File: src/hdl/ncnw_pkg.sv
// shared types, constants and step tables for the node-counting waypoint block
package ncnw_pkg;

   localparam int CSR_ADDR_BITS = 2;
   localparam logic [CSR_ADDR_BITS-1:0] REG_NEAR_RADIUS_SQ = '0;
   localparam logic [15:0] RADIUS_RESET = 16'd2621;

   localparam logic KIND_MAP  = 1'b0;
   localparam logic KIND_POSE = 1'b1;

   localparam int NUM_DIRS = 8;
   localparam logic [3:0] NO_DIR = 4'd8;

   typedef logic signed [15:0] q88_type;
   typedef logic signed [8:0]  node_type;
   typedef logic [2:0]         dir_type;

   // unit steps, clockwise from north
   function automatic logic signed [1:0] step_dx(input dir_type d);
      logic signed [1:0] s;
      unique case (d)
         3'd0: s = 2'sd0;
         3'd1: s = 2'sd1;
         3'd2: s = 2'sd1;
         3'd3: s = 2'sd1;
         3'd4: s = 2'sd0;
         3'd5: s = -2'sd1;
         3'd6: s = -2'sd1;
         default: s = -2'sd1;
      endcase
      return s;
   endfunction

   function automatic logic signed [1:0] step_dy(input dir_type d);
      logic signed [1:0] s;
      unique case (d)
         3'd0: s = 2'sd1;
         3'd1: s = 2'sd1;
         3'd2: s = 2'sd0;
         3'd3: s = -2'sd1;
         3'd4: s = -2'sd1;
         3'd5: s = -2'sd1;
         3'd6: s = 2'sd0;
         default: s = 2'sd1;
      endcase
      return s;
   endfunction

endpackage

File: src/hdl/ncnw_if.sv
// request and response channel interfaces
interface ncnw_req_if import ncnw_pkg::*; ();
   logic        valid;
   logic        ready;
   logic        kind;
   q88_type     pose_x;
   q88_type     pose_y;
   logic [3:0]  cell_x;
   logic [3:0]  cell_y;
   logic [15:0] cell_count;

   modport source(output valid, kind, pose_x, pose_y, cell_x, cell_y, cell_count,
                  input ready);
   modport sink(input valid, kind, pose_x, pose_y, cell_x, cell_y, cell_count,
                output ready);
endinterface

interface ncnw_rsp_if import ncnw_pkg::*; ();
   logic       valid;
   logic       ready;
   logic       in_node;
   logic       new_node;
   node_type   nearest_x;
   node_type   nearest_y;
   logic       decided;
   logic       found;
   logic [3:0] direction;
   node_type   target_x;
   node_type   target_y;

   modport source(output valid, in_node, new_node, nearest_x, nearest_y, decided, found,
                  direction, target_x, target_y, input ready);
   modport sink(input valid, in_node, new_node, nearest_x, nearest_y, decided, found,
                direction, target_x, target_y, output ready);
endinterface

File: src/hdl/node_counting_next_waypoint.sv
// node-counting explorer: visit-count map memory, pose rounding and neighbour scan
//
// req carries words of two kinds. an in-grid map word (kind 0) stores one visit
// count into the grid memory in the cycle it is accepted and gives no response. a
// pose word (kind 1) gives exactly one rsp word: the rounded node, whether the
// robot sits inside the arrival radius, the sticky new-node flag and, while
// that flag is set, the neighbour picked as the next target.
// a pose word without a scan raises rsp valid after the states round, square,
// decide and output. with a scan it passes the scan state before output, where
// the eight neighbour counts come one per cycle through the single read port of
// the map memory and each is compared once its registered read has returned.
// one pose word is in work at a time; req is ready again in the cycle the
// response appears. after reset the block clears all (2*HALF_SIZE+1)^2 entries
// of the map memory (121 by default), one per cycle; req ready stays low
// meanwhile, while apb writes are taken as usual. the radius register resets
// to 2621.
// the response sits in an output register: a stalled rsp does not stop the
// block from accepting the next word, but the following response waits until
// the held one has been taken.
module node_counting_next_waypoint import ncnw_pkg::*; #(
   parameter int HALF_SIZE  = 5,
   parameter int COUNT_BITS = 16
) (
   input  logic                     clock,
   input  logic                     reset,
   ncnw_req_if.sink                 req,
   ncnw_rsp_if.source               rsp,
   input  logic                     psel,
   input  logic                     penable,
   input  logic                     pwrite,
   input  logic [CSR_ADDR_BITS-1:0] paddr,
   input  logic [31:0]              pwdata,
   output logic [31:0]              prdata,
   output logic                     pready
);

   localparam int GRID_SIDE  = 2 * HALF_SIZE + 1;
   localparam int GRID_CELLS = GRID_SIDE * GRID_SIDE;
   localparam int ADDR_BITS  = $clog2(GRID_CELLS);

   typedef enum logic [2:0] {
      S_CLEAR, S_IDLE, S_ROUND, S_SQUARE, S_DECIDE, S_SCAN, S_OUT
   } state_type;

   logic [15:0] near_radius_sq;

   ncnw_csr u_csr (
      .clock         (clock),
      .reset         (reset),
      .psel          (psel),
      .penable       (penable),
      .pwrite        (pwrite),
      .paddr         (paddr),
      .pwdata        (pwdata),
      .prdata        (prdata),
      .pready        (pready),
      .near_radius_sq(near_radius_sq)
   );

   function automatic node_type round_q88(input q88_type v);
      logic signed [16:0] v_wide;
      logic [16:0]        mag;
      logic [16:0]        sum;
      logic [8:0]         n;
      v_wide = 17'(v);
      mag    = (v_wide < 0) ? 17'(-v_wide) : 17'(v_wide);
      sum    = mag + 17'd128;
      n      = sum[16:8];
      return v[15] ? node_type'(-n) : node_type'(n);
   endfunction

   // control and payload registers
   state_type             state_ff;
   logic [ADDR_BITS-1:0]  clr_addr_ff;
   q88_type               px_ff, py_ff;
   node_type              nx_ff, ny_ff;
   logic signed [8:0]     dx_ff, dy_ff;
   logic [14:0]           sqx_ff, sqy_ff;
   logic                  inside_ff;
   node_type              last_x_ff, last_y_ff;
   logic                  last_known_ff;
   logic                  flag_ff;
   logic [3:0]            issue_ff;
   logic                  pend_valid_ff;
   dir_type               pend_dir_ff;
   logic                  found_ff;
   logic                  zero_hit_ff;
   logic [COUNT_BITS-1:0] best_ff;
   dir_type               dir_ff;
   logic                  rsp_valid_ff;
   logic                  rsp_in_node_ff, rsp_new_node_ff, rsp_decided_ff, rsp_found_ff;
   node_type              rsp_nearest_x_ff, rsp_nearest_y_ff;
   node_type              rsp_target_x_ff, rsp_target_y_ff;
   logic [3:0]            rsp_direction_ff;

   // map memory
   logic [COUNT_BITS-1:0] count_mem [GRID_CELLS];
   logic [COUNT_BITS-1:0] rd_data_ff;
   logic                  mem_we;
   logic [ADDR_BITS-1:0]  mem_waddr;
   logic [COUNT_BITS-1:0] mem_wdata;
   logic [ADDR_BITS-1:0]  map_addr;
   logic                  map_inb;
   logic                  req_fire;

   // neighbour address of the direction being issued
   dir_type               scan_dir;
   logic signed [9:0]     nb_ix, nb_iy;
   logic                  nb_inb;
   logic [ADDR_BITS-1:0]  nb_addr;

   // pose arithmetic
   node_type              nx_in, ny_in;
   logic signed [16:0]    offx, offy;
   logic signed [17:0]    prodx, prody;
   logic [15:0]           dsq;
   logic                  in_radius;
   logic                  flag_in;
   logic                  rsp_free;
   node_type              tgt_x, tgt_y;

   assign req_fire = req.valid && req.ready;
   assign req.ready = (state_ff == S_IDLE);
   assign rsp_free = !rsp_valid_ff || rsp.ready;

   assign map_inb  = (req.cell_x < GRID_SIDE) && (req.cell_y < GRID_SIDE);
   assign map_addr = ADDR_BITS'(req.cell_x * GRID_SIDE + req.cell_y);

   always_comb begin
      scan_dir = issue_ff[2:0];
      nb_ix    = 10'(nx_ff) + 10'(HALF_SIZE) + 10'(step_dx(scan_dir));
      nb_iy    = 10'(ny_ff) + 10'(HALF_SIZE) + 10'(step_dy(scan_dir));
      nb_inb   = (nb_ix >= 0) && (nb_ix < GRID_SIDE) && (nb_iy >= 0) && (nb_iy < GRID_SIDE);
      nb_addr  = ADDR_BITS'(nb_ix * GRID_SIDE + nb_iy);
   end

   always_comb begin
      mem_we    = 1'b0;
      mem_waddr = map_addr;
      mem_wdata = COUNT_BITS'(req.cell_count);
      if (state_ff == S_CLEAR) begin
         mem_we    = 1'b1;
         mem_waddr = clr_addr_ff;
         mem_wdata = '0;
      end else if (req_fire && req.kind == KIND_MAP && map_inb) begin
         mem_we = 1'b1;
      end
   end

   // writes only happen in idle or clear, read data is only used in scan: no overlap
   always_ff @(posedge clock) begin
      if (mem_we) begin
         count_mem[mem_waddr] <= mem_wdata;
      end
      rd_data_ff <= count_mem[nb_addr];
   end

   always_comb begin
      nx_in     = round_q88(px_ff);
      ny_in     = round_q88(py_ff);
      offx      = 17'(px_ff) - 17'({nx_in, 8'b0});
      offy      = 17'(py_ff) - 17'({ny_in, 8'b0});
      prodx     = 18'(dx_ff) * 18'(dx_ff);
      prody     = 18'(dy_ff) * 18'(dy_ff);
      dsq       = {1'b0, sqx_ff} + {1'b0, sqy_ff};
      in_radius = dsq <= near_radius_sq;
      flag_in   = in_radius ? (!last_known_ff || last_x_ff != nx_ff || last_y_ff != ny_ff)
                            : flag_ff;
      tgt_x     = found_ff ? node_type'(nx_ff + 9'(step_dx(dir_ff))) : nx_ff;
      tgt_y     = found_ff ? node_type'(ny_ff + 9'(step_dy(dir_ff))) : ny_ff;
   end

   always_ff @(posedge clock) begin
      if (reset) begin
         state_ff      <= S_CLEAR;
         clr_addr_ff   <= '0;
         last_known_ff <= 1'b0;
         last_x_ff     <= '0;
         last_y_ff     <= '0;
         flag_ff       <= 1'b0;
         issue_ff      <= '0;
         pend_valid_ff <= 1'b0;
         rsp_valid_ff  <= 1'b0;
      end else begin
         // in the output state the load below decides rsp valid
         if (rsp_valid_ff && rsp.ready && state_ff != S_OUT) begin
            rsp_valid_ff <= 1'b0;
         end
         unique case (state_ff)
            S_CLEAR: begin
               clr_addr_ff <= clr_addr_ff + 1'b1;
               if (clr_addr_ff == ADDR_BITS'(GRID_CELLS - 1)) begin
                  state_ff <= S_IDLE;
               end
            end
            S_IDLE: begin
               px_ff <= req.pose_x;
               py_ff <= req.pose_y;
               if (req_fire && req.kind == KIND_POSE) begin
                  state_ff <= S_ROUND;
               end
            end
            S_ROUND: begin
               nx_ff    <= nx_in;
               ny_ff    <= ny_in;
               dx_ff    <= offx[8:0];
               dy_ff    <= offy[8:0];
               state_ff <= S_SQUARE;
            end
            S_SQUARE: begin
               sqx_ff   <= prodx[14:0];
               sqy_ff   <= prody[14:0];
               state_ff <= S_DECIDE;
            end
            S_DECIDE: begin
               inside_ff     <= in_radius;
               flag_ff       <= flag_in;
               if (in_radius) begin
                  last_x_ff     <= nx_ff;
                  last_y_ff     <= ny_ff;
                  last_known_ff <= 1'b1;
               end
               issue_ff      <= '0;
               pend_valid_ff <= 1'b0;
               found_ff      <= 1'b0;
               zero_hit_ff   <= 1'b0;
               best_ff       <= '0;
               dir_ff        <= '0;
               state_ff      <= flag_in ? S_SCAN : S_OUT;
            end
            S_SCAN: begin
               // read issued for one direction, compared in the cycle after
               if (issue_ff != 4'(NUM_DIRS)) begin
                  issue_ff      <= issue_ff + 1'b1;
                  pend_valid_ff <= nb_inb;
                  pend_dir_ff   <= scan_dir;
               end else begin
                  pend_valid_ff <= 1'b0;
                  state_ff      <= S_OUT;
               end
               if (pend_valid_ff && !zero_hit_ff) begin
                  if (rd_data_ff == '0) begin
                     found_ff    <= 1'b1;
                     zero_hit_ff <= 1'b1;
                     dir_ff      <= pend_dir_ff;
                  end else if (!found_ff || rd_data_ff < best_ff) begin
                     found_ff <= 1'b1;
                     best_ff  <= rd_data_ff;
                     dir_ff   <= pend_dir_ff;
                  end
               end
            end
            S_OUT: begin
               if (rsp_free) begin
                  rsp_valid_ff     <= 1'b1;
                  rsp_in_node_ff   <= inside_ff;
                  rsp_new_node_ff  <= flag_ff;
                  rsp_nearest_x_ff <= nx_ff;
                  rsp_nearest_y_ff <= ny_ff;
                  rsp_decided_ff   <= flag_ff;
                  rsp_found_ff     <= flag_ff && found_ff;
                  rsp_direction_ff <= (flag_ff && found_ff) ? {1'b0, dir_ff} : NO_DIR;
                  rsp_target_x_ff  <= flag_ff ? tgt_x : nx_ff;
                  rsp_target_y_ff  <= flag_ff ? tgt_y : ny_ff;
                  state_ff         <= S_IDLE;
               end
            end
            default: state_ff <= S_IDLE;
         endcase
      end
   end

   assign rsp.valid     = rsp_valid_ff;
   assign rsp.in_node   = rsp_in_node_ff;
   assign rsp.new_node  = rsp_new_node_ff;
   assign rsp.nearest_x = rsp_nearest_x_ff;
   assign rsp.nearest_y = rsp_nearest_y_ff;
   assign rsp.decided   = rsp_decided_ff;
   assign rsp.found     = rsp_found_ff;
   assign rsp.direction = rsp_direction_ff;
   assign rsp.target_x  = rsp_target_x_ff;
   assign rsp.target_y  = rsp_target_y_ff;

   a_no_accept_in_clear: assert property (@(posedge clock) disable iff (reset)
      (state_ff == S_CLEAR) |-> !req.ready)
      else $error("word accepted during map clear");

   a_rsp_from_out: assert property (@(posedge clock) disable iff (reset)
      $rose(rsp_valid_ff) |-> $past(state_ff == S_OUT))
      else $error("response raised outside output state");

   a_scan_needs_flag: assert property (@(posedge clock) disable iff (reset)
      (state_ff == S_SCAN) |-> flag_ff)
      else $error("neighbour scan without new-node flag");

   a_found_has_dir: assert property (@(posedge clock) disable iff (reset)
      (rsp_valid_ff && rsp_found_ff) |-> (rsp_decided_ff && rsp_direction_ff != NO_DIR))
      else $error("found response without direction");

endmodule

File: src/hdl/ncnw_csr.sv
// apb register file holding the squared arrival radius
module ncnw_csr import ncnw_pkg::*; (
   input  logic                     clock,
   input  logic                     reset,
   input  logic                     psel,
   input  logic                     penable,
   input  logic                     pwrite,
   input  logic [CSR_ADDR_BITS-1:0] paddr,
   input  logic [31:0]              pwdata,
   output logic [31:0]              prdata,
   output logic                     pready,
   output logic [15:0]              near_radius_sq
);

   logic [15:0]              radius_ff;
   logic [CSR_ADDR_BITS-1:0] reg_index;
   logic                     wr_en;

   assign reg_index = paddr >> 2;
   assign wr_en     = psel && penable && pwrite;
   assign pready    = 1'b1;

   always_ff @(posedge clock) begin
      if (reset) begin
         radius_ff <= RADIUS_RESET;
      end else if (wr_en && reg_index == REG_NEAR_RADIUS_SQ) begin
         radius_ff <= pwdata[15:0];
      end
   end

   always_comb begin
      prdata = '0;
      if (reg_index == REG_NEAR_RADIUS_SQ) begin
         prdata = {16'b0, radius_ff};
      end
   end

   assign near_radius_sq = radius_ff;

endmodule
File: src/flat_wrapper.sv
// flat-port wrapper written by rule: the top's interface ports become plain ports
module node_counting_next_waypoint_flat import ncnw_pkg::*;
#(
   parameter int HALF_SIZE  = 5,
   parameter int COUNT_BITS = 16
)
  (clock, reset, psel, penable, pwrite, paddr, pwdata, prdata, pready, req_valid, req_kind, req_pose_x, req_pose_y, req_cell_x, req_cell_y, req_cell_count, req_ready, rsp_valid, rsp_in_node, rsp_new_node, rsp_nearest_x, rsp_nearest_y, rsp_decided, rsp_found, rsp_direction, rsp_target_x, rsp_target_y, rsp_ready);
  ncnw_req_if req_i ();
  ncnw_rsp_if rsp_i ();
  input  logic clock;
  input  logic reset;
  input  logic psel;
  input  logic penable;
  input  logic pwrite;
  input  logic [CSR_ADDR_BITS-1:0] paddr;
  input  logic [31:0] pwdata;
  output logic [31:0] prdata;
  output logic pready;
  input wire logic [$bits(req_i.valid)-1:0] req_valid;
  input wire logic [$bits(req_i.kind)-1:0] req_kind;
  input wire logic [$bits(req_i.pose_x)-1:0] req_pose_x;
  input wire logic [$bits(req_i.pose_y)-1:0] req_pose_y;
  input wire logic [$bits(req_i.cell_x)-1:0] req_cell_x;
  input wire logic [$bits(req_i.cell_y)-1:0] req_cell_y;
  input wire logic [$bits(req_i.cell_count)-1:0] req_cell_count;
  output wire logic [$bits(req_i.ready)-1:0] req_ready;
  output wire logic [$bits(rsp_i.valid)-1:0] rsp_valid;
  output wire logic [$bits(rsp_i.in_node)-1:0] rsp_in_node;
  output wire logic [$bits(rsp_i.new_node)-1:0] rsp_new_node;
  output wire logic [$bits(rsp_i.nearest_x)-1:0] rsp_nearest_x;
  output wire logic [$bits(rsp_i.nearest_y)-1:0] rsp_nearest_y;
  output wire logic [$bits(rsp_i.decided)-1:0] rsp_decided;
  output wire logic [$bits(rsp_i.found)-1:0] rsp_found;
  output wire logic [$bits(rsp_i.direction)-1:0] rsp_direction;
  output wire logic [$bits(rsp_i.target_x)-1:0] rsp_target_x;
  output wire logic [$bits(rsp_i.target_y)-1:0] rsp_target_y;
  input wire logic [$bits(rsp_i.ready)-1:0] rsp_ready;
  assign req_i.valid = req_valid;
  assign req_i.kind = req_kind;
  assign req_i.pose_x = req_pose_x;
  assign req_i.pose_y = req_pose_y;
  assign req_i.cell_x = req_cell_x;
  assign req_i.cell_y = req_cell_y;
  assign req_i.cell_count = req_cell_count;
  assign req_ready = req_i.ready;
  assign rsp_valid = rsp_i.valid;
  assign rsp_in_node = rsp_i.in_node;
  assign rsp_new_node = rsp_i.new_node;
  assign rsp_nearest_x = rsp_i.nearest_x;
  assign rsp_nearest_y = rsp_i.nearest_y;
  assign rsp_decided = rsp_i.decided;
  assign rsp_found = rsp_i.found;
  assign rsp_direction = rsp_i.direction;
  assign rsp_target_x = rsp_i.target_x;
  assign rsp_target_y = rsp_i.target_y;
  assign rsp_i.ready = rsp_ready;
  node_counting_next_waypoint #(.HALF_SIZE(HALF_SIZE), .COUNT_BITS(COUNT_BITS)) u_core (.clock(clock), .reset(reset), .req(req_i), .rsp(rsp_i), .psel(psel), .penable(penable), .pwrite(pwrite), .paddr(paddr), .pwdata(pwdata), .prdata(prdata), .pready(pready));
endmodule
File: config.mk
export PLATFORM = sky130hd
export DESIGN_NAME = node_counting_next_waypoint_flat
export DESIGN_NICKNAME = d
export VERILOG_FILES = /design/src/hdl/ncnw_pkg.sv /design/src/hdl/ncnw_if.sv /design/src/hdl/node_counting_next_waypoint.sv /design/src/hdl/ncnw_csr.sv /design/src/flat_wrapper.sv
export SDC_FILE = /design/constraint.sdc
export NUM_CORES = 2
export LEC_CHECK = 0
export ABC_AREA = 1
export ABC_CLOCK_PERIOD_IN_PS = 5200
export BUFFER_PORTS_ARGS = -buffer_cell sky130_fd_sc_hd__buf_2
export CAP_MARGIN = 20
export CORE_MARGIN = 8
export CORE_UTILIZATION = 57
export CTS_CLUSTER_DIAMETER = 30
export DETAILED_ROUTE_END_ITERATION = 16
export PLACE_DENSITY = 0.76
export SYNTH_ARGS = -nofsm -noshare
export SYNTH_HDL_FRONTEND = slang
export SYNTH_SLANG_ARGS = --single-unit
File: constraint.sdc
create_clock -name clock -period 5.2 [get_ports clock]
set_input_delay 1.04 -clock clock [delete_from_list [all_inputs] [get_ports clock]]
set_output_delay 1.04 -clock clock [all_outputs]
set_load 0.005 [all_outputs]
* Yosys cells after proc, flatten, opt, wreduce, memory -nomap -nowiden
Memory sizes are Yosys's and may differ from the RTL's. A register that Yosys moved wholly into a read port is not among the register bits.
Index checks and enable logic that the tools add are counted.
** Storage, ports and cells
- Register bits :: 218
- Latch bits :: 0
- RAM bits :: 1936
- Bits in read-only memories :: 0
- Input port bits :: 98
- Output and inout bits :: 79
- Logic and storage cells :: 197
- Memories kept :: 1
** Memories
- u_core.count_mem :: words 121, bits a word 16, rd ports 1, clocked after Yosys merged registers in 1, write ports 1, RTL line node_counting_next_waypoint.sv:97 : logic [COUNT_BITS-1:0] count_mem [GRID_CELLS];
** Operators by class
- Add/sub/neg operators :: 19
- $mul :: 4
- Divide/modulo/power cells :: 0
- Magnitude comparators :: 10
- Equality and inequality tests :: 33
- Shift operators :: 0
- Multiplexer cells :: 48
- Bitwise gates (word level) :: 2
- Reduce and logical (&&, ||, !) cells :: 47
** Operators by type and width (count)
- $mux W16 :: 4
- $mux W9 :: 6
- $add A17 B8 Y17 const B :: 2
- $mux W17 :: 2
- $neg A16 Y17 :: 2
- $lt A16 B1 Y1 const B :: 2
- $pmux W16 S2 :: 1
- $mul A9 B9 Y15 :: 2
- $eq A3 B3 Y1 const B :: 9
- $mux W3 :: 7
- $pmux W3 S7 :: 1
- $add A10 B2 Y10 :: 2
- $add A9 B4 Y10 const B :: 2
- $ge A10 B1 Y1 const B :: 2
- $lt A10 B5 Y1 const B :: 2
- $add A9 B2 Y9 :: 2
- $eq A3 B2 Y1 const B :: 6
- $ne A9 B9 Y1 :: 2
- $neg A9 Y9 :: 2
- $sub A9 B9 Y9 :: 2
- $add A15 B15 Y16 :: 1
- $le A16 B16 Y1 :: 1
- $logic_not A16 Y1 :: 1
- $lt A16 B16 Y1 :: 1
- 34 further kinds :: 99

* Depth between registers and ports, before layout
- Depth in word-level cells :: 10
- Depth in mapped cells :: 34
- Mapped depth without buffers :: 33

* Modules after synthesis
Synthesis repeated with hierarchy kept, for this count alone.
** Unflattened totals
- Cell total of the unflattened synthesis :: 7854
- Area, all modules :: 94624.5 µm²
** By module, submodules not included
- node_counting_next_waypoint :: instances 1, cells each 7729, area an instance 93707.4 µm², sequential area each 64101.5 µm²
- ncnw_csr :: instances 1, cells each 125, area an instance 917.1 µm², sequential area each 320.3 µm²

* Worst setup path after synthesis
OpenSTA, ideal clock, no wires.
- Path kind :: reg2reg
- Start point :: reg u_core.issue_ff[1]
- End point :: reg u_core.rd_data_ff[13], read port of u_core.count_mem
- Setup time :: 0.111 ns
- Arrival :: 5.224 ns
- Required time :: 5.089 ns
- Path slack :: -0.135 ns
- Stages on the path, launching flop included :: 31
- Buffers on the path :: 2
- Clock period less this slack :: 5.335 ns
- Path through :: dfxtp_1 inv_1 ha_1 o21ai_0 inv_1 nor2_1 inv_1 ha_1 inv_1 ha_1 nand2_1 nand2_1 o21ai_2 xnor2_1 inv_1 fa_1 inv_1 ha_1 inv_1 fa_1 inv_1 ha_1 xor2_1 inv_1 clkbuf_1 clkbuf_1 o221ai_1 nand3_1 nand2_1 nand2_1 nand2_2
** Between the ends
- Cells in the longest elaborated chain, start to end :: 6
- Elaborated cells between the ends (all ways) :: 17
- Those cells by class :: add/sub: 3; mul: 1; eq/ne: 6; mux: 2; reduce/logical: 5
** Ends and longest elaborated chain
- start, declared :: RTL line node_counting_next_waypoint.sv:83 : logic [3:0] issue_ff;
- start signal, assigned :: RTL line node_counting_next_waypoint.sv:234 : issue_ff <= issue_ff + 1'b1;
- $eq A3 B1 Y1 (tied with other cells) :: RTL line ncnw_pkg.sv:21 : unique case (d)
- $reduce_or A3 Y1 (no source line) / $reduce_or A2 Y1 (equally long branches)
- $pmux W2 S2 :: RTL line ncnw_pkg.sv:21
- $add A10 B2 Y10 :: RTL line node_counting_next_waypoint.sv:131 : nb_ix = 10'(nx_ff) + 10'(HALF_SIZE) + 10'(step_dx(scan_dir));
- $mul A10 B5 Y7 :: RTL line node_counting_next_waypoint.sv:134 : nb_addr = ADDR_BITS'(nb_ix * GRID_SIDE + nb_iy);
- $add A7 B7 Y7 * :: RTL line node_counting_next_waypoint.sv:134
- end, declared :: RTL line node_counting_next_waypoint.sv:98 : logic [COUNT_BITS-1:0] rd_data_ff;
Every way passes the cells marked *; elsewhere a longest branch is shown, timed or not.
A chain may end at the register's enable or synchronous reset.

* Worst setup path in the final report
- Start point :: reg u_core.issue_ff[0]
- End point :: reg u_core.rd_data_ff[10], read port of u_core.count_mem
Same word-level chain as after synthesis.

==> metrics.txt <==
post-route cell area 117,000 um^2; FFs w/ async S/R, synth 0%; CP most frequent cell ha_4; share of layout cells above drive strength 1 18.5%; DR vias/cell 6.27; dpl cell area 102,000 um^2; H-tree depth 5; clk buf depth 4; Sinks on Clock Net 2,168; Die Ht 423 um; Clock Skew 88.2 ps; Crit path largest cell delay 790 ps; failing checks setup timing; crit path DAT 6180 ps; required time worst endpoint 6040 ps; vias in the first global route 67,500; Post-synth top flop edfxtp_1; largest net degree at the start of global routing 134; Cell Rows 149; Max-Cap Viols 0; CTS Root Buffer Type clkbuf_16; Syn Inst Count 7,843; Lkg Pwr 42.8 nW; Pre-antenna DRT Iters 6; slowest stage cell, crit path fa_4; Slew headroom 24.3%; status finished with violations; Overflow after GRT 0; total track usage 29.7%; Final ANT Viol Nets 0; # IOs 177; Post-Route WL 279,000 um; min-delay worst type input port to flip-flop; syn avg cell area 12.1 um^2; Pint 35.4 mW; Tcrit/Tclk final 103%; Critical Path Sink Type flip-flop; total die area 179,000 um^2; CTS tree yes; commonest cells after routing, fill and taps aside edfxtp_1, nor2_1, o21ai_0; CP bufs+invs 8; CP Class flip-flop to flip-flop; first-pass GRT wire length 409,000 um; fin crit period 5340 ps; Die Wd 423 um; fmax 187 MHz; hold_buf cts 0; Slew Limit Fails 0; most common cell after layout, fill and taps aside edfxtp_1; setup violators final 14; Yosys warnings 0; Final Util 70.9%; critical path's top delay family adder cells; Post-Syn Area 94,500 um^2; initial antenna violation count 4; DR vias 69,000; 1st-iter DRT viols 10,100; Worst Tran Pin Value 1140 ps; total power 44.4 mW; Area growth, synth to finish 23.6%; combinational power share 0.8%; Final WS setup -141 ps; Psw 8.97 mW; DR DRC count 0; sequential area share after synthesis 68.2%; Reg clk slew, reported paths 50 ps; Clock Latency Late Sink 980 ps; crit path max fanout 10; Port-buffer cells 141; gpl congestion 0.968; Initial Utilization 57.3%; layout net count 8,898; wire per inst 25.4 um; Synth cell types 53; number of buffers created by CTS 397; Pwr per Cell Area 380 nW/um^2; RSZ-0062 raised after global routing yes; Clk pwr share 56.5%; CP Launch Type flip-flop; sequential share of power 42.7%; Core Box Area 165,000 um^2; post-synthesis register bit count 2,168; endpoints failing hold 0; Sw Share 20.2%; Max IR drop VDD 443 uV; Post-synth EDFFs 2,100; post-DP HPWL 161,000 um
state kept, by name, summed over array words and instances (netlist names), 14 cells and up:
register                     cells
u_core.rd_data_ff               16
u_core.py_ff                    16
u_core.sqx_ff                   14
u_core.u_csr.near_radius_sq     16
u_core.count_mem              1936
u_core.px_ff                    16
u_core.best_ff                  16
u_core.sqy_ff                   14
metrics by stage:
step	hold WS (ps)	instances	setup TNS, ps	setup slack [ps]
2_1_floorplan	400	7858	0	38.4
4_1_cts	272	11000	-337	-56.7
3_3_place_gp	415	10200	-11450	-438
3_5_place_dp	413	10200	-11830	-476
6_report	312	11000	-975	-141
5_1_grt	291	11000	-3990	-263
power groups by stage:
stage	clock network, mW	logic (mW)	registers (mW)
detailed placement	0	0.329	19.3
global route	26.0	0.359	19.0
global placement	0	0.319	19.3
CTS	25.2	0.332	19.0
floorplan	0	0.150	19.3
finish	25.1	0.336	19.0
cell families after synthesis:
group	Yosys count	share of synthesized area [%]
xor+xnor	98	0.916
buf+inv	1009	4.56
flops	2168	68.2
compound gates	2097	12.3
other cells	2	0.00795
fa+ha+maj	312	5.03
mux	2	0.0212
simple gates	2155	9.03
cells in the mapped netlist, types with 3 or more instances:
master	count	share of area, %
a31oi_1	4	0.026
a21oi_1	152	0.80
o211ai_1	55	0.44
nand2_2	16	0.11
buf_1	6	0.024
o221ai_1	65	0.60
o21a_1	3	0.024
o21ai_1	137	0.73
nand3b_1	4	0.032
fa_1	113	2.4
xnor2_1	37	0.34
nor4_1	5	0.033
nor2_2	3	0.020
buf_4	57	0.45
o21ai_0	1146	6.1
or2_0	5	0.033
a211oi_1	6	0.048
clkbuf_1	305	1.2
xor2_1	60	0.56
or2_1	12	0.079
buf_6	19	0.23
edfxtp_1	2100	67
dfxtp_1	68	1.4
nand4_1	20	0.13
or2_2	5	0.033
buf_2	104	0.55
nor2_1	1414	5.6
nand3_1	123	0.65
o21bai_1	6	0.048
nor3_1	74	0.39
o22ai_1	513	3.4
nand2_1	470	1.9
ha_1	199	2.6
inv_1	510	2.0
worst paths after layout:
| kind | depth (start not counted) | slack, ps | startpoint | end |
|---|---|---|---|---|
| setup / recovery | 26 | -140 | u_core.issue_ff[0]$_SDFFE_PP0P_ | u_core.rd_data_ff[10]$_DFF_P_ |
| hold / removal | 1 | 310 | req_pose_x[8] | u_core.px_ff[8]$_DFFE_PP_ |
| setup reg to reg | 26 | -140 | u_core.issue_ff[0]$_SDFFE_PP0P_ | u_core.rd_data_ff[10]$_DFF_P_ |
| hold reg to reg | 0 | 420 | u_core.inside_ff$_DFFE_PP_ | u_core.rsp.in_node$_DFFE_PP_ |
routing by layer:
layer	track usage [%]	vias to the layer above	wire (um)	part of all wire (%)
li1	-	29700	-	-
met1	36.8	33300	96900	35
met2	48.2	4883	133000	48
met3	6.47	1039	31000	11
met4	17.3	0	18300	6.6
met5	0	-	0	0
cell type report:
class | instances | area (um^2)
Timing Repair Buffer | 724 | 7360
Antenna cell | 3 | 7.51
Timing Repair inverter | 1 | 8.76
Clock inverter | 269 | 2760
Clock buffer | 448 | 10300
Sequential cell | 2168 | 64400
Inverter | 515 | 2000
Fill cell | 10100 | 48000
Multi-Input combinational cell | 4681 | 27200
Tap cell | 2189 | 2740
what timing repair did:
item                       in CTS  in global routing
setup buffers                  11                 24
gates resized for setup        97                141
setup endpoints to repair      17                 20
cloned                          6                  7
pin swaps                      44                 85
Power figures use the tool's default switching activity.
